File: config.mk
export PLATFORM = sky130hd
export DESIGN_NAME = eight_bit_alu_with_flags_flat
export DESIGN_NICKNAME = d
export VERILOG_FILES = /design/src/sv/alu8_pkg.sv /design/src/sv/alu8_if.sv /design/src/sv/eight_bit_alu_with_flags.sv /design/src/flat_wrapper.sv
export SDC_FILE = /design/constraint.sdc
export NUM_CORES = 1
export LEC_CHECK = 0
export BUFFER_PORTS_ARGS = -buffer_cell sky130_fd_sc_hd__buf_2
export CAP_MARGIN = 20
export CORE_ASPECT_RATIO = 1.25
export CORE_MARGIN = 1.5
export CORE_UTILIZATION = 35
export DETAILED_ROUTE_END_ITERATION = 10
export MAX_ROUTING_LAYER = met4
export PLACE_DENSITY_LB_ADDON = 0.15
export SYNTH_ARGS = -nofsm -noshare
export SYNTH_HDL_FRONTEND = slang
export SYNTH_SLANG_ARGS = --single-unit
File: constraint.sdc
create_clock -name clk -period 5.1 [get_ports clk]
set_input_delay 0.51 -clock clk [delete_from_list [all_inputs] [get_ports clk]]
set_output_delay 0.51 -clock clk [all_outputs]
set_load 0.02 [all_outputs]
File: src/sv/alu8_pkg.sv
package alu8_pkg;

  // field widths
  localparam int OP_W   = 5;
  localparam int DATA_W = 8;
  localparam int FLAG_W = 4;

  // operation codes
  localparam logic [OP_W-1:0] OP_ADD  = 5'd0;
  localparam logic [OP_W-1:0] OP_ADC  = 5'd1;
  localparam logic [OP_W-1:0] OP_SUB  = 5'd2;
  localparam logic [OP_W-1:0] OP_SBC  = 5'd3;
  localparam logic [OP_W-1:0] OP_AND  = 5'd4;
  localparam logic [OP_W-1:0] OP_XOR  = 5'd5;
  localparam logic [OP_W-1:0] OP_OR   = 5'd6;
  localparam logic [OP_W-1:0] OP_CP   = 5'd7;
  localparam logic [OP_W-1:0] OP_INC  = 5'd8;
  localparam logic [OP_W-1:0] OP_DEC  = 5'd9;
  localparam logic [OP_W-1:0] OP_RLC  = 5'd10;
  localparam logic [OP_W-1:0] OP_RL   = 5'd11;
  localparam logic [OP_W-1:0] OP_RRC  = 5'd12;
  localparam logic [OP_W-1:0] OP_RR   = 5'd13;
  localparam logic [OP_W-1:0] OP_RLCA = 5'd14;
  localparam logic [OP_W-1:0] OP_RLA  = 5'd15;
  localparam logic [OP_W-1:0] OP_RRCA = 5'd16;
  localparam logic [OP_W-1:0] OP_RRA  = 5'd17;
  localparam logic [OP_W-1:0] OP_DAA  = 5'd18;
  localparam logic [OP_W-1:0] OP_CPL  = 5'd19;
  localparam logic [OP_W-1:0] OP_SCF  = 5'd20;
  localparam logic [OP_W-1:0] OP_CCF  = 5'd21;

  // rotate kinds, taken from the code offset to RLC
  localparam logic [1:0] ROT_RLC = 2'd0;
  localparam logic [1:0] ROT_RL  = 2'd1;
  localparam logic [1:0] ROT_RRC = 2'd2;
  localparam logic [1:0] ROT_RR  = 2'd3;

  // flag bit positions
  localparam int FLAG_Z = 3;
  localparam int FLAG_N = 2;
  localparam int FLAG_H = 1;
  localparam int FLAG_C = 0;

  // decimal adjust constants
  localparam logic [DATA_W-1:0] DAA_LO     = 8'h06;
  localparam logic [DATA_W-1:0] DAA_HI     = 8'h60;
  localparam logic [DATA_W-1:0] DAA_LIMIT  = 8'h99;
  localparam logic [3:0]        NIBBLE_MAX = 4'h9;

endpackage

File: src/sv/alu8_if.sv
interface alu8_cmd_if;
  logic                           valid;
  logic                           ready;
  logic [alu8_pkg::OP_W-1:0]      operation;
  logic [alu8_pkg::DATA_W-1:0]    first_operand;
  logic [alu8_pkg::DATA_W-1:0]    second_operand;
  logic [alu8_pkg::FLAG_W-1:0]    flags_in;

  modport source (output valid, operation, first_operand, second_operand, flags_in,
                  input ready);
  modport sink   (input valid, operation, first_operand, second_operand, flags_in,
                  output ready);
endinterface

interface alu8_res_if;
  logic                           valid;
  logic                           ready;
  logic [alu8_pkg::DATA_W-1:0]    result;
  logic [alu8_pkg::FLAG_W-1:0]    flags_out;

  modport source (output valid, result, flags_out, input ready);
  modport sink   (input valid, result, flags_out, output ready);
endinterface

File: src/sv/eight_bit_alu_with_flags.sv
// 8-bit alu with z n h c flags, one input register and one result register
// an accepted command passes the input register, then the result register
// throughput: one beat per cycle unless res.ready stalls the result stage;
//   the alu logic holds separate 9-bit add and subtract/compare paths
// reset: synchronous active-high rst empties both register stages
module eight_bit_alu_with_flags (
  input  logic       clk,
  input  logic       rst,
  alu8_cmd_if.sink   cmd,
  alu8_res_if.source res
);

  // input stage registers
  logic                          s1_valid;
  logic [alu8_pkg::OP_W-1:0]     s1_op;
  logic [alu8_pkg::DATA_W-1:0]   s1_a;
  logic [alu8_pkg::DATA_W-1:0]   s1_b;
  logic [alu8_pkg::FLAG_W-1:0]   s1_f;

  // result stage registers
  logic                          o_valid;
  logic [alu8_pkg::DATA_W-1:0]   o_result;
  logic [alu8_pkg::FLAG_W-1:0]   o_flags;

  logic s2_en;
  logic s1_en;

  // stage enables
  assign s2_en     = !o_valid || res.ready;
  assign s1_en     = !s1_valid || s2_en;
  assign cmd.ready = s1_en;

  // input register
  always_ff @(posedge clk) begin
    if (rst) begin
      s1_valid <= 1'b0;
    end else if (s1_en) begin
      s1_valid <= cmd.valid;
    end
    if (s1_en && cmd.valid) begin
      s1_op <= cmd.operation;
      s1_a  <= cmd.first_operand;
      s1_b  <= cmd.second_operand;
      s1_f  <= cmd.flags_in;
    end
  end

  // alu datapath
  logic [alu8_pkg::DATA_W-1:0] r_next;
  logic [alu8_pkg::FLAG_W-1:0] f_next;
  logic                        cin;
  logic                        cuse;
  logic [8:0]                  sum9;
  logic [4:0]                  hsum;
  logic [8:0]                  dif9;
  logic [4:0]                  hdif;
  logic [alu8_pkg::OP_W-1:0]   rot_off;
  logic [1:0]                  rot_kind;
  logic                        rot_out;
  logic [alu8_pkg::DATA_W-1:0] rot_val;
  logic [alu8_pkg::DATA_W-1:0] corr;
  logic [alu8_pkg::DATA_W-1:0] daa_val;

  assign cin  = s1_f[alu8_pkg::FLAG_C];
  assign cuse = (s1_op == alu8_pkg::OP_ADC || s1_op == alu8_pkg::OP_SBC) ? cin : 1'b0;
  assign sum9 = {1'b0, s1_a} + {1'b0, s1_b} + {8'd0, cuse};
  assign hsum = {1'b0, s1_a[3:0]} + {1'b0, s1_b[3:0]} + {4'd0, cuse};
  assign dif9 = {1'b0, s1_a} - {1'b0, s1_b} - {8'd0, cuse};
  assign hdif = {1'b0, s1_a[3:0]} - {1'b0, s1_b[3:0]} - {4'd0, cuse};

  // rotate unit, shared by the prefixed and accumulator forms
  assign rot_off  = s1_op - alu8_pkg::OP_RLC;
  assign rot_kind = rot_off[1:0];

  always_comb begin
    case (rot_kind)
      alu8_pkg::ROT_RLC: begin
        rot_out = s1_a[7];
        rot_val = {s1_a[6:0], s1_a[7]};
      end
      alu8_pkg::ROT_RL: begin
        rot_out = s1_a[7];
        rot_val = {s1_a[6:0], cin};
      end
      alu8_pkg::ROT_RRC: begin
        rot_out = s1_a[0];
        rot_val = {s1_a[0], s1_a[7:1]};
      end
      default: begin
        rot_out = s1_a[0];
        rot_val = {cin, s1_a[7:1]};
      end
    endcase
  end

  // decimal adjust correction
  always_comb begin
    corr = '0;
    if (s1_f[alu8_pkg::FLAG_H] ||
        (!s1_f[alu8_pkg::FLAG_N] && s1_a[3:0] > alu8_pkg::NIBBLE_MAX)) begin
      corr = corr | alu8_pkg::DAA_LO;
    end
    if (s1_f[alu8_pkg::FLAG_C] ||
        (!s1_f[alu8_pkg::FLAG_N] && s1_a > alu8_pkg::DAA_LIMIT)) begin
      corr = corr | alu8_pkg::DAA_HI;
    end
    daa_val = s1_f[alu8_pkg::FLAG_N] ? (s1_a - corr) : (s1_a + corr);
  end

  // operation select
  always_comb begin
    r_next = s1_a;
    f_next = s1_f;
    unique case (s1_op) inside
      alu8_pkg::OP_ADD, alu8_pkg::OP_ADC: begin
        r_next = sum9[7:0];
        f_next = {sum9[7:0] == 8'd0, 1'b0, hsum[4], sum9[8]};
      end
      alu8_pkg::OP_SUB, alu8_pkg::OP_SBC, alu8_pkg::OP_CP: begin
        r_next = (s1_op == alu8_pkg::OP_CP) ? s1_a : dif9[7:0];
        f_next = {dif9[7:0] == 8'd0, 1'b1, hdif[4], dif9[8]};
      end
      alu8_pkg::OP_AND: begin
        r_next = s1_a & s1_b;
        f_next = {(s1_a & s1_b) == 8'd0, 1'b0, 1'b1, 1'b0};
      end
      alu8_pkg::OP_XOR: begin
        r_next = s1_a ^ s1_b;
        f_next = {(s1_a ^ s1_b) == 8'd0, 3'b000};
      end
      alu8_pkg::OP_OR: begin
        r_next = s1_a | s1_b;
        f_next = {(s1_a | s1_b) == 8'd0, 3'b000};
      end
      alu8_pkg::OP_INC: begin
        r_next = s1_a + 8'd1;
        f_next = {s1_a == 8'hff, 1'b0, s1_a[3:0] == 4'hf, cin};
      end
      alu8_pkg::OP_DEC: begin
        r_next = s1_a - 8'd1;
        f_next = {s1_a == 8'h01, 1'b1, s1_a[3:0] == 4'h0, cin};
      end
      [alu8_pkg::OP_RLC:alu8_pkg::OP_RR]: begin
        r_next = rot_val;
        f_next = {rot_val == 8'd0, 2'b00, rot_out};
      end
      [alu8_pkg::OP_RLCA:alu8_pkg::OP_RRA]: begin
        r_next = rot_val;
        f_next = {3'b000, rot_out};
      end
      alu8_pkg::OP_DAA: begin
        r_next = daa_val;
        f_next = {daa_val == 8'd0, s1_f[alu8_pkg::FLAG_N], 1'b0,
                  (corr & alu8_pkg::DAA_HI) != 8'd0};
      end
      alu8_pkg::OP_CPL: begin
        r_next = ~s1_a;
        f_next = {s1_f[alu8_pkg::FLAG_Z], 2'b11, cin};
      end
      alu8_pkg::OP_SCF: begin
        f_next = {s1_f[alu8_pkg::FLAG_Z], 3'b001};
      end
      alu8_pkg::OP_CCF: begin
        f_next = {s1_f[alu8_pkg::FLAG_Z], 2'b00, !cin};
      end
      default: begin
        r_next = s1_a;
        f_next = s1_f;
      end
    endcase
  end

  // result register
  always_ff @(posedge clk) begin
    if (rst) begin
      o_valid <= 1'b0;
    end else if (s2_en) begin
      o_valid <= s1_valid;
    end
    if (s2_en && s1_valid) begin
      o_result <= r_next;
      o_flags  <= f_next;
    end
  end

  assign res.valid     = o_valid;
  assign res.result    = o_result;
  assign res.flags_out = o_flags;

  // an empty input stage always takes a beat
  a_ready_when_empty: assert property (@(posedge clk) disable iff (rst)
    !s1_valid |-> cmd.ready)
    else $error("command stalled with empty input stage");

  // a held item reaches the result register when the output side moves
  a_item_advances: assert property (@(posedge clk) disable iff (rst)
    s1_valid && s2_en |=> res.valid)
    else $error("item lost between stages");

  // a taken result with nothing behind it leaves the output empty
  a_drain: assert property (@(posedge clk) disable iff (rst)
    res.valid && res.ready && !s1_valid |=> !res.valid)
    else $error("result repeated");

  // compare passes the accumulator through and sets subtract
  a_cp_passthrough: assert property (@(posedge clk) disable iff (rst)
    s2_en && s1_valid && s1_op == alu8_pkg::OP_CP |=>
      res.result == $past(s1_a) && res.flags_out[alu8_pkg::FLAG_N])
    else $error("compare changed its operand");

endmodule
File: src/flat_wrapper.sv
// flat-port wrapper written by rule: the top's interface ports become plain ports
module eight_bit_alu_with_flags_flat 
  (clk, rst, cmd_valid, cmd_operation, cmd_first_operand, cmd_second_operand, cmd_flags_in, cmd_ready, res_valid, res_result, res_flags_out, res_ready);
  alu8_cmd_if cmd_i ();
  alu8_res_if res_i ();
  input  logic clk;
  input  logic rst;
  input wire logic [$bits(cmd_i.valid)-1:0] cmd_valid;
  input wire logic [$bits(cmd_i.operation)-1:0] cmd_operation;
  input wire logic [$bits(cmd_i.first_operand)-1:0] cmd_first_operand;
  input wire logic [$bits(cmd_i.second_operand)-1:0] cmd_second_operand;
  input wire logic [$bits(cmd_i.flags_in)-1:0] cmd_flags_in;
  output wire logic [$bits(cmd_i.ready)-1:0] cmd_ready;
  output wire logic [$bits(res_i.valid)-1:0] res_valid;
  output wire logic [$bits(res_i.result)-1:0] res_result;
  output wire logic [$bits(res_i.flags_out)-1:0] res_flags_out;
  input wire logic [$bits(res_i.ready)-1:0] res_ready;
  assign cmd_i.valid = cmd_valid;
  assign cmd_i.operation = cmd_operation;
  assign cmd_i.first_operand = cmd_first_operand;
  assign cmd_i.second_operand = cmd_second_operand;
  assign cmd_i.flags_in = cmd_flags_in;
  assign cmd_ready = cmd_i.ready;
  assign res_valid = res_i.valid;
  assign res_result = res_i.result;
  assign res_flags_out = res_i.flags_out;
  assign res_i.ready = res_ready;
  eight_bit_alu_with_flags u_core (.clk(clk), .rst(rst), .cmd(cmd_i), .res(res_i));
endmodule
After elaboration in Yosys (flattened, before gate mapping)
Index checks and enable logic that the tools add are counted.
W data, S select, Z words.

operators by class
  add/sub/neg operators = 13
  $lt $le $gt $ge = 6
  equal/unequal tests = 18
  mux-type cells = 9
  bitwise gates (word level) = 4
  reduce and logical (&&, ||, !) cells = 30

operators by type and width
  kind                   number
  $pmux W8 S10           1
  $logic_not A8 Y1       7
  $pmux W4 S13           1
  $pmux W8 S3            1
  $eq A5 B3 Y1 const B   4
  $eq A5 B5 Y1 const B   4
  $mux W8                2
  $eq A5 B2 Y1 const B   2
  $eq A5 B4 Y1 const B   2
  $ge A5 B4 Y1 const B   2
  $add A8 B8 Y9          1
  $add A9 B1 Y9          1
  $sub A8 B8 Y9          1
  $sub A9 B1 Y9          1
  $add A8 B1 Y8 const B  1
  $add A8 B7 Y8          1
  $and A8 B8 Y8          1
  $eq A8 B1 Y1 const B   1
  $eq A8 B8 Y1 const B   1
  $gt A8 B8 Y1 const B   1
  $not A8 Y8             1
  $or A8 B8 Y8           1
  $reduce_bool A8 Y1     1
  $sub A8 B1 Y8 const B  1
  other kinds (25)       40

storage, ports and cells
  register bits = 39
  bits of input ports = 29
  output and inout bits = 14
  logic and storage cells = 88

Depth between registers and ports, before layout
Gate-level depths: netlist of the first run.

  depth after elaboration = 9
  depth in mapped cells = 16
  mapped depth without buffers = 15

Least setup slack after synthesis of the first run
Ideal clock, no wire load.

  kind = flip-flop to flip-flop
  from = register u_core.s1_a[1] (netlist name)
  to = register u_core.o_result (netlist bit u_core.res.result[7]), data pin
  setup time = 259 ps
  data arrival time = 3,392 ps
  data required time = 4,841 ps
  setup slack = 1,449 ps
  stages on the path, launching flop included = 16
  clock period less this slack = 3,651 ps
  cell sequence = edfxtp_1 > clkbuf_1 > inv_1 > ha_1 > o21ai_0 > a311o_1 > a31oi_1 > ha_1 > nand2_1 > o21ai_0 > ha_1 > nor3_1 > o21a_1 > a211oi_1 > o22ai_1 > a211o_1

between the ends
  longest elaborated chain between the ends = 8
  elaborated cells between the ends (all ways) = 19
  classes of those cells = add/sub: 8; order compare: 2; mux: 5; reduce/logical: 4

ends and longest elaborated chain
  element                                         line                             source
  start: declaration                              eight_bit_alu_with_flags.sv:16   logic [alu8_pkg::DATA_W-1:0] s1_a;
  start signal: assignment                        eight_bit_alu_with_flags.sv:42   s1_a <= cmd.first_operand;
  $gt A4 B4 Y1                                    eight_bit_alu_with_flags.sv:100  (!s1_f[alu8_pkg::FLAG_N] && s1_a[3:0] > alu8_pkg::NIBBLE_MAX)) begin
  $logic_and A1 B1 Y1                             eight_bit_alu_with_flags.sv:100
  $logic_or A1 B1 Y1                              eight_bit_alu_with_flags.sv:99   if (s1_f[alu8_pkg::FLAG_H] ||
  $mux W3                                         eight_bit_alu_with_flags.sv:99
  $mux W7                                         eight_bit_alu_with_flags.sv:103  if (s1_f[alu8_pkg::FLAG_C] ||
  $add A8 B7 Y8 or $sub A8 B7 Y8 (tied branches)  eight_bit_alu_with_flags.sv:107  daa_val = s1_f[alu8_pkg::FLAG_N] ? (s1_a - corr) : (s1_a + corr);
  $mux W8                                         eight_bit_alu_with_flags.sv:107
  $pmux W8 S10 (*)                                eight_bit_alu_with_flags.sv:114  unique case (s1_op) inside
  net u_core.r_next, one bit                      eight_bit_alu_with_flags.sv:49   logic [alu8_pkg::DATA_W-1:0] r_next;
  end signal: assignment                          eight_bit_alu_with_flags.sv:181  o_result <= r_next;
  end: declaration                                eight_bit_alu_with_flags.sv:22   logic [alu8_pkg::DATA_W-1:0] o_result;

Mark *: on every way through the listed nets, which the timed path passes. The rest lies on a longest branch.
A chain may end at the register's enable or synchronous reset.

Final worst setup path of the first run
  from = register u_core.s1_a[1] (netlist name)
  to = register u_core.o_flags (netlist bit u_core.res.flags_out[3]), data pin

between the ends
  longest elaborated chain between the ends = 9
  elaborated cells between the ends (all ways) = 29
  classes of those cells = add/sub: 6; order compare: 2; eq/ne: 2; mux: 5; bitwise: 3; reduce/logical: 11

ends and longest elaborated chain
  element                                         line                             source
  $gt A4 B4 Y1                                    eight_bit_alu_with_flags.sv:100
  $logic_and A1 B1 Y1                             eight_bit_alu_with_flags.sv:100
  $logic_or A1 B1 Y1                              eight_bit_alu_with_flags.sv:99
  $mux W3                                         eight_bit_alu_with_flags.sv:99
  $mux W7                                         eight_bit_alu_with_flags.sv:103
  $add A8 B7 Y8 or $sub A8 B7 Y8 (tied branches)  eight_bit_alu_with_flags.sv:107
  $mux W8                                         eight_bit_alu_with_flags.sv:107
  $logic_not A8 Y1                                eight_bit_alu_with_flags.sv:153  f_next = {daa_val == 8'd0, s1_f[alu8_pkg::FLAG_N], 1'b0,
  $pmux W4 S13 (*)                                eight_bit_alu_with_flags.sv:114
  net u_core.f_next, one bit                      eight_bit_alu_with_flags.sv:50   logic [alu8_pkg::FLAG_W-1:0] f_next;
  end signal: assignment                          eight_bit_alu_with_flags.sv:182  o_flags <= f_next;
  end: declaration                                eight_bit_alu_with_flags.sv:23   logic [alu8_pkg::FLAG_W-1:0] o_flags;

Marks and branches as above.

==> results of run 1 <==
-- how the worst min path moves through the flow --
stage / start / endpoint / slack [ns] / cells after the start
5_1_grt: cmd_second_operand[3] / u_core.s1_b[3]$_DFFE_PP_ / 0.38 / 1
2_1_floorplan: u_core.s1_valid$_SDFFE_PP0N_ / u_core.res.valid$_SDFFE_PP0P_ / 0.48 / 2
4_1_cts: rst / u_core.s1_valid$_SDFFE_PP0N_ / 0.38 / 2
3_5_place_dp: u_core.s1_valid$_SDFFE_PP0N_ / u_core.res.valid$_SDFFE_PP0P_ / 0.51 / 2
3_3_place_gp: u_core.s1_valid$_SDFFE_PP0N_ / u_core.res.valid$_SDFFE_PP0P_ / 0.49 / 2
6_report: rst / u_core.res.valid$_SDFFE_PP0P_ / 0.38 / 2
-- layout make-up --
class | instances | area (µm²) | share of cell area, %
sequential | 39 | 1150 | 25.1
clock inverter | 3 | 67.6 | 1.47
timing repair buffer | 54 | 300 | 6.54
inverter | 32 | 120 | 2.61
clock buffer | 5 | 125 | 2.72
multi-input combinational | 368 | 2660 | 57.9
tap | 135 | 169 | 3.68
-- critical path: stages, from the launching register on --
cell      delay (ns)
edfxtp_1        0.35
buf_4           0.20
inv_1           0.26
ha_1            0.31
o21ai_0         0.18
a311o_1         0.39
a31oi_1         0.29
ha_1            0.29
nand2_1         0.06
o21ai_0         0.08
ha_1            0.39
nor3b_1         0.08
a311oi_1        0.25
o211ai_1        0.16
nor4_1          0.31
a21oi_1         0.13
o311ai_1        0.09
-- metrics by stage --
step / cell area [µm²] / worst slack (ns)
global route: 4590 / 0.792
global placement: 4400 / 1.26
floorplan: 4060 / 1.45
finish: 4590 / 1.09
CTS: 4590 / 1.15
detailed placement: 4400 / 1.16
-- power groups by stage --
stage / logic (mW) / registers, mW / clock network [mW]
3_3_place_gp: 0.372 / 0.401 / 0
2_1_floorplan: 0.248 / 0.403 / 0
6_report: 0.375 / 0.395 / 0.427
3_5_place_dp: 0.368 / 0.401 / 0
4_1_cts: 0.370 / 0.394 / 0.434
5_1_grt: 0.407 / 0.397 / 0.443
-- per-layer routing --
layer	GRT usage [%]	routed length [µm]
met5	-	0
met4	17.8	1050
met3	4.47	1140
met2	39.3	6700
met1	30.7	6030
-- state kept, by name, summed over array words and instances, names as in the netlist --
name / count
u_core.res.flags_out: 4
u_core.s1_b: 8
u_core.s1_op: 5
u_core.s1_f: 4
u_core.res.result: 8
u_core.s1_a: 8
u_core.res.valid: 1
u_core.s1_valid: 1
-- logic make-up (layout without fill, tap and decap cells) --
family | Yosys count | count (layout) | synth area share (%)
AND/OR/NAND/NOR | 160 | 160 | 21.0
AO/OA/AOI/OAI | 129 | 129 | 22.1
buffers and inverters | 57 | 94 | 6.04
adder cells (fa/ha/maj) | 47 | 47 | 15.2
flip-flops | 39 | 39 | 28.4
XOR/XNOR | 21 | 21 | 4.53
multiplexers | 11 | 11 | 2.74
-- cell usage in the layout, fill, tap and decap left out, types with 5 or more instances in the layout --
cell type	count
nor3_1	14
buf_4	12
a22o_1	5
or3_1	7
nand4_1	9
and3_1	5
xor2_1	8
buf_2	42
nand2_1	31
o211ai_1	8
a211oi_1	5
mux2i_1	10
a31oi_1	5
nor4_1	8
nor2b_1	7
edfxtp_1	37
a22oi_1	8
o21a_1	9
o21ai_0	22
o22ai_1	10
a21oi_1	20
ha_1	43
inv_1	32
and2_1	5
nor2_1	37
xnor2_1	13
clkbuf_16	5
nand3_1	14
==> impl_results.md, run 1 <==
* Status: finished clean
* Synth Area per Inst at 8.74 µm²
* Sequential power share at 33.0%
* Minimum clock period at 4.01 ns
* Switching share of power at 33.5%
* Routed WL at 14900 µm
* Clk sinks at 39
* Hold Crit Class: in2reg
* Chip height at 123 µm
* Placed cells at 628
* Max cap viols at 0
* # nets final at 576
* HPWL Detailed at 11400 µm
* CTS Hold Bufs at 0
* Post-Syn Area at 4060 µm²
* Tot GR Track Use at 25.6%
* Antenna cells at 0
* Synth area leaders: edfxtp_1 (27%), ha_1 (13%), nor2_1 (3.4%), inv_1 (3.0%), nand2_1 (2.9%)
* Site Rows at 43
* R2r setup slk at 1.09 ns
* Tcrit/Tclk final at 78.6%
* Worst hold margin at 0.384 ns
* Worst Skew at 0.00358 ns
* Crit path max fanout at 14
* CP startpoint kind: register
* Crit path capture type: register
* Net Sw Power at 0.402 mW
* Die area at 12300 µm²
* PortBufs at 42
* Clock Path Buffers at 2
* DRC at 0
* TritonCTS Buffers at 5
* Finished Core Util at 41.1%
* Pwr Density at 261 nW/µm²
* Tot Pwr at 1.20 mW
* Area Growth Syn to Fin at 13.2%
* H-Tree Depth at 2
* Starting Density at 36.3%
* Pint at 0.796 mW
* Share of cells above drive strength 1 at 14.6%
* Seq/Total Area, Yosys at 28.4%
* Post-cts sizing count at 0
* Post-synthesis register bit count at 39
* WP data required at 5.21 ns
* Core ar. at 11200 µm²
* Vias in the first global route at 3748
* Filler Cell Count at 1150
* Initial antenna violation count at 0
* Slew Viols, Final at 0
* Post-synth top area share at 27.4%
* # IOs at 43
* Top-count cell post-synth: ha_1
* First-pass GRT wire length at 22300 µm
* Worst setup path class: reg2reg
* Reg2reg end: u_core.res.flags_out[3]$_DFFE_PP_
* Pleak at 1.87 nW
* Worst-path clk slew at 0.07 ns
* Clock power frac at 35.7%
* Global placer's final weighted congestion at 1.02
* Maximum clock rate at 249 MHz
* Post-synth EDFFs at 37
* Die span in x at 99.3 µm
* Synth warn at 0
* Non-Filler Instances at 636
* # Post-CTS Setup Buffers at 0
* Final Hold Fails at 0
* Critical path data arrival time at 4.12 ns
* Pin count of the biggest net entering global routing at 35
* Reg-to-reg critical path startpoint: u_core.s1_a[1]$_DFFE_PP_
* CTS tree: built
* Average wire per cell in the routed design at 23.5 µm
* Sum Neg Setup Slack at 0 ns
* Synth cell types at 68
* Worst-Margin Slew at 0.870 ns
* Worst skew pair latency at 0.29 ns
* Synth cell count leaders: ha_1 (43), edfxtp_1 (37), nor2_1 (37)
* Worst vdd ir at 123 µV
* Clock root cell: clkbuf_16
* Primary FF master, synth: edfxtp_1
* Syn nets at 540
* Worst slew margin at 41.2%
* DR vias/cell at 6.21
* Ys async rst share at 0%
* R2R cell count at 16
* RSZ-0062 raised after global routing: no
* Antenna-violating nets left at 0
* Cell count after synthesis at 464
* Via count at 3947
* Gate power share at 31.3%
* Initial DRT Pass Iterations at 8
* CP Capture Point: u_core.res.flags_out[3]$_DFFE_PP_
* # setup viols final at 0
* Crit. Startpoint: u_core.s1_a[1]$_DFFE_PP_
* Synth area leader: edfxtp_1
* Initial DRC count at 461
* Gr ovfl total at 0
No activity file was read; power rests on OpenSTA's default activity.
==> run 2, diff against run 1 <==
==> constraint.sdc (replaced) <==
create_clock -name clk -period 3.6 [get_ports clk]
set_input_delay 0.36 -clock clk [delete_from_list [all_inputs] [get_ports clk]]
set_output_delay 0.36 -clock clk [all_outputs]
set_load 0.02 [all_outputs]
==> run 2 against run 1 <==
Effect of this change:
- clock skew increased by 0.0068 ns
- count of clock-buffer cells in the layout unchanged
- critical path depth decreased by 2
- via count increased by 1.7%
- sequential power increased by 41%
- die area unchanged
- final cell count increased by 3.9%
- non-clock buffer count increased by 25
- maximum frequency increased by 19%
- power increased by 33%
- global-route usage increased by 0.26 points
- hold slack got worse by 0.16 ns
- highest routed layer unchanged
==> impl_results.md, run 2 (same netlist as run 1, synthesis figures left out) <==
* Status: finished clean
* Pleak at 1.97 nW (+5.2%)
* Vias in the first global route at 3871 (+3.3%)
* Tot GR Track Use at 25.9% (+0.26 points)
* Worst skew pair latency at 0.30 ns (about the same)
* Site Rows at 43 (unchanged)
* # setup viols final at 0 (unchanged)
* Crit. Startpoint: u_core.s1_a[1]$_DFFE_PP_
* DRC at 0 (unchanged)
* Slew Viols, Final at 0 (unchanged)
* TritonCTS Buffers at 5 (unchanged)
* # nets final at 601 (+4.3%)
* Worst-path clk slew at 0.07 ns (about the same)
* Average wire per cell in the routed design at 23.1 µm (-1.6%)
* CP startpoint kind: register
* Sum Neg Setup Slack at 0 ns (unchanged)
* RSZ-0062 raised after global routing: no
* Clk sinks at 39 (unchanged)
* Maximum clock rate at 298 MHz (+19%)
* Area Growth Syn to Fin at 17.2%
* Crit path capture type: register
* Starting Density at 36.3% (unchanged)
* Hold Crit Class: in2reg
* Initial DRT Pass Iterations at 5 (-3)
* Worst hold margin at 0.226 ns (-0.158 ns)
* Share of cells above drive strength 1 at 19.6% (+5.0 points)
* Via count at 4015 (+1.7%)
* Die area at 12300 µm² (unchanged)
* Clock Path Buffers at 2 (unchanged)
* Gr ovfl total at 0 (unchanged)
* Initial antenna violation count at 0 (unchanged)
* Chip height at 123 µm (unchanged)
* Die span in x at 99.3 µm (unchanged)
* PortBufs at 42 (unchanged)
* Antenna-violating nets left at 0 (unchanged)
* First-pass GRT wire length at 22600 µm (+1.3%)
* Reg-to-reg critical path startpoint: u_core.s1_a[1]$_DFFE_PP_
* WP data required at 3.66 ns (-1.55 ns)
* CTS tree: built
* Core ar. at 11200 µm² (unchanged)
* Antenna cells at 0 (unchanged)
* Clock root cell: clkbuf_16
* Tcrit/Tclk final at 93.2% (+15 points)
* Most frequent cells in the layout: ha_1 (42), buf_2 (42), nor2_1 (37), buf_4 (37), edfxtp_1 (37)
* Final Hold Fails at 0 (unchanged)
* Worst Skew at 0.0104 ns (+0.00678 ns)
* Worst setup path class: reg2reg
* Critical path data arrival time at 3.41 ns (-0.71 ns)
* Max cap viols at 0 (unchanged)
* Minimum clock period at 3.35 ns (-0.654 ns)
* H-Tree Depth at 2 (unchanged)
* Hold_sp: rst
* Routed WL at 15300 µm (+2.3%)
* Pin count of the biggest net entering global routing at 24 (-31%)
* # IOs at 43 (unchanged)
* Initial DRC count at 420 (-8.9%)
* Global placer's final weighted congestion at 0.983 (-3.5%)
* DR vias/cell at 6.07 (-2.1%)
* Crit path max fanout at 6 (-8)
* Pwr Density at 334 nW/µm² (+28%)
* Worst slew margin at 21.5% (-20 points)
* Worst-Margin Slew at 1.16 ns (+0.292 ns)
* Worst vdd ir at 167 µV (+36%)
* HPWL Detailed at 12000 µm (+5.0%)
[run 2: stage by stage]
| stage | setup WS [ns] | std cells | power (mW) | area, µm² | utilization [%] |
|---|---|---|---|---|---|
| final | 0.245 | 661 | 1.59 | 4760 | 42.5 |
| after global routing | 0.0254 | 661 | 1.66 | 4760 | 42.5 |
| after CTS | 0.0960 | 656 | 1.58 | 4700 | 42.0 |
| after detailed placement | 0.126 | 648 | 1.11 | 4550 | 40.7 |
| after global placement | 0.292 | 648 | 1.12 | 4550 | 40.7 |
| after floorplan | 0.0242 | 464 | 0.922 | 4060 | - |
[run 2: metal layers]
layer  GRT usage, %  vias to the layer above  part of all wire, %
met5              -                        -                    0
li1               -                     1863                    -
met1           31.3                     1920                   41
met2           42.3                      184                   48
met4           13.8                        0                  5.2
met3           3.28                       48                  6.4
[run 2: path summary, 6_finish.rpt]
| check | to | slack, ns | cells past startpoint |
|---|---|---|---|
| worst min-delay path | u_core.res.valid$_SDFFE_PP0P_ | 0.23 | 2 |
| worst max-delay path | u_core.res.result[7]$_DFFE_PP_ | 0.25 | 14 |
| worst min register to register | u_core.res.valid$_SDFFE_PP0P_ | 0.52 | 2 |
| worst max register to register | u_core.res.result[7]$_DFFE_PP_ | 0.25 | 14 |
[run 2: worst max-delay path, cell delays in order, from the launching register on]
cell,delay (ns)
edfxtp_1,0.39
inv_2,0.11
ha_1,0.17
o21ai_0,0.13
a311o_1,0.38
a31oi_2,0.21
ha_1,0.25
nand2_1,0.06
o21ai_0,0.08
ha_2,0.39
nor3_1,0.07
o21a_1,0.18
a211oi_1,0.33
o22ai_1,0.13
a211o_1,0.23
[run 2: power breakdown]
group	total, mW	switching (mW)	internal, mW
Combinational	0.569	0.346	0.223
Clock	0.463	0.207	0.256
Sequential	0.556	0.0243	0.532
Total	1.59	0.577	1.01
[run 2: layout make-up]
type	count	area (µm²)
fill	1158	6430
inverter	32	120
sequential	39	1150
tap	135	169
multi-input combinational	368	2680
timing repair buffer	79	488
clock inverter	3	20.0
clock buffer	5	125
[run 2: timing repair]
action / 4_1_cts / 5_1_grt
gates resized for setup: 0 / 4
setup buffers: 0 / 5
hold buffers: 0 / 0
endpoints found under the setup margin: 0 / 3
==> run 3, diff against run 2 <==
--- a/config.mk
+++ b/config.mk
@@ -13,6 +13,7 @@
 export DETAILED_ROUTE_END_ITERATION = 10
 export MAX_ROUTING_LAYER = met4
 export PLACE_DENSITY_LB_ADDON = 0.15
+export REMOVE_ABC_BUFFERS = 1
 export SYNTH_ARGS = -nofsm -noshare
 export SYNTH_HDL_FRONTEND = slang
 export SYNTH_SLANG_ARGS = --single-unit
==> constraint.sdc (replaced) <==
create_clock -name clk -period 2.87 [get_ports clk]
set_input_delay 0.287 -clock clk [delete_from_list [all_inputs] [get_ports clk]]
set_output_delay 0.287 -clock clk [all_outputs]
set_load 0.02 [all_outputs]
==> run 3 against run 2 <==
Effect of this change:
- the flow now finishes with violations (setup timing)
- global-route usage barely moved
- worst setup slack got worse by 0.59 ns
- count of clock-buffer cells in the layout did not move
- sequential power rose by 24%
- final cell count rose by 7.6%
- critical path depth rose by 1
- power rose by 37%
- flip-flop and latch count did not move
- clock skew fell by 0.0031 ns
- non-clock buffer count rose by 50
- wire length rose by 0.37%
- maximum frequency rose by 4.3%
- critical endpoint unchanged
==> impl_results.md, run 3 (same netlist as run 1, synthesis figures left out) <==
* Fin worst setup slack at -0.345 ns (-0.591 ns)
* Final Cell Area at 5390 µm² (+13%)
* Initial DRC count at 338 (-20%)
* Hold Crit Class: in2reg
* Final Hold Fails at 0 (unchanged)
* Worst vdd ir at 198 µV (+18%)
* Critical path data arrival time at 3.27 ns (-0.14 ns)
* TritonCTS Buffers at 5 (unchanged)
* Tot Pwr at 2.18 mW (+37%)
* Hold_sp: cmd_second_operand[1]
* Vias in the first global route at 4097 (+5.8%)
* Share of cells above drive strength 1 at 33.7% (+14 points)
* PortBufs at 42 (unchanged)
* Core ar. at 11200 µm² (unchanged)
* Chip height at 123 µm (unchanged)
* Global placer's final weighted congestion at 1.02 (+3.3%)
* Crit path max fanout at 3 (-3)
* # setup viols final at 6 (+6)
* Antenna-violating nets left at 0 (unchanged)
* Most frequent cells in the layout: buf_4 (84), buf_2 (42), edfxtp_1 (37)
* Clock Path Buffers at 2 (unchanged)
* Die span in x at 99.3 µm (unchanged)
* Pleak at 2.27 nW (+15%)
* Area post-placement at 4900 µm² (+7.7%)
* Failing checks: setup timing
* Starting Density at 36.3% (unchanged)
* Sum Neg Setup Slack at -1.21 ns (-1.21 ns)
* First-pass GRT wire length at 23100 µm (+2.0%)
* Routed WL at 15300 µm (+0.37%)
* Worst-path clk slew at 0.07 ns (about the same)
* CP startpoint kind: register
* DR vias/cell at 5.89 (-3.0%)
* Worst skew pair latency at 0.30 ns (about the same)
* Die area at 12300 µm² (unchanged)
* Worst hold margin at 0.158 ns (-0.0675 ns)
* Most common cell after layout, fill and taps aside: buf_4
* Gr ovfl total at 0 (unchanged)
* Area Growth Syn to Fin at 32.8%
* H-Tree Depth at 2 (unchanged)
* Worst Skew at 0.00725 ns (-0.00311 ns)
* Site Rows at 43 (unchanged)
* RSZ-0062 raised after global routing: yes
* DRC at 0 (unchanged)
* Worst slew margin at 61.1% (+40 points)
* Pwr Density at 405 nW/µm² (+21%)
* WP data required at 2.92 ns (-0.74 ns)
* Worst-Margin Slew at 0.583 ns (-0.579 ns)
* Worst setup path class: reg2reg
* Clock root cell: clkbuf_16
* Initial antenna violation count at 0 (unchanged)
* Initial DRT Pass Iterations at 5 (unchanged)
* HPWL Detailed at 12000 µm (-0.24%)
* # nets final at 651 (+8.3%)
* Max cap viols at 0 (unchanged)
* Reg-to-reg critical path startpoint: u_core.s1_a[0]$_DFFE_PP_
* Antenna cells at 0 (unchanged)
* Average wire per cell in the routed design at 21.5 µm (-6.7%)
* Slew Viols, Final at 0 (unchanged)
* Status: finished, violations left
* R2r setup slk at -0.35 ns (-0.59 ns)
* Clk sinks at 39 (unchanged)
* Maximum clock rate at 311 MHz (+4.3%)
* Crit. Startpoint: u_core.s1_a[0]$_DFFE_PP_
* Crit path capture type: register
* CTS tree: built
* # IOs at 43 (unchanged)
* Minimum clock period at 3.22 ns (-0.139 ns)
* Tcrit/Tclk final at 112% (+19 points)
* Pin count of the biggest net entering global routing at 36 (+50%)
* Tot GR Track Use at 25.9% (about the same)
* Via count at 4187 (+4.3%)
run 3: changes by cell type in the layout (fill, tap and decap cells not counted), sizes merged:
| cell | before | now |
|---|---|---|
| clkinvlp | 2 | 1 |
| buf | 79 | 129 |
| clkinv | 1 | 2 |
run 3: path summary, 6_finish.rpt:
kind	to	depth (start not counted)
worst min-delay path	u_core.s1_b[1]$_DFFE_PP_	1
worst max register to register	u_core.res.result[7]$_DFFE_PP_	15
worst min register to register	u_core.res.valid$_SDFFE_PP0P_	2
worst max-delay path	u_core.res.result[7]$_DFFE_PP_	15
run 3: metal layers:
metal | wire [µm] | global-route usage [%] | share of wire (%) | vias up
li1 | - | - | - | 1964
met1 | 6330 | 30.8 | 41 | 1997
met2 | 7510 | 43.3 | 49 | 174
met3 | 708 | 3.50 | 4.6 | 52
met4 | 771 | 12.7 | 5.0 | 0
met5 | 0 | - | 0 | -
run 3: power breakdown:
part / switching (mW) / internal (mW) / leakage, nW / total [mW]
registers: 0.0212 / 0.667 / 0.374 / 0.688
clock network: 0.260 / 0.325 / 0.0700 / 0.585
logic: 0.491 / 0.418 / 1.82 / 0.909
run 3: layout make-up:
| class | count | area, µm² |
|---|---|---|
| timing repair buffer | 129 | 883 |
| inverter | 32 | 120 |
| tap | 135 | 169 |
| fill | 1098 | 5800 |
| sequential | 39 | 1150 |
| clock inverter | 3 | 25.0 |
| clock buffer | 5 | 125 |
| multi-input combinational | 368 | 2910 |
run 3: critical path, stage by stage (launching register included):
cell and delay, ns:
edfxtp_1 0.44, buf_4 0.18, ha_4 0.15, o21ai_2 0.17
a311o_1 0.21, a31oi_2 0.10, buf_4 0.15, buf_4 0.12
buf_4 0.13, ha_1 0.21, o21a_1 0.23, nor2_2 0.17
o31ai_1 0.10, a211oi_2 0.20, o22ai_1 0.13, a211o_1 0.28
run 3: what timing repair did:
item | CTS | global route
hold buffers | 0 | 0
setup endpoints to repair | 10 | 9
pin swaps | 21 | 17
endpoints found under the hold margin | 0 | 0
setup buffers | 8 | 4
resized for setup | 37 | 21
run 3: per-stage QoR:
step / utilization, % / setup WS [ns] / cells
finish: 48.1 / -0.345 / 711
global route: 48.1 / -0.450 / 711
CTS: 46.9 / -0.264 / 708
detailed placement: 43.8 / -0.551 / 693
global placement: 43.8 / -0.408 / 693
floorplan: - / -0.691 / 439
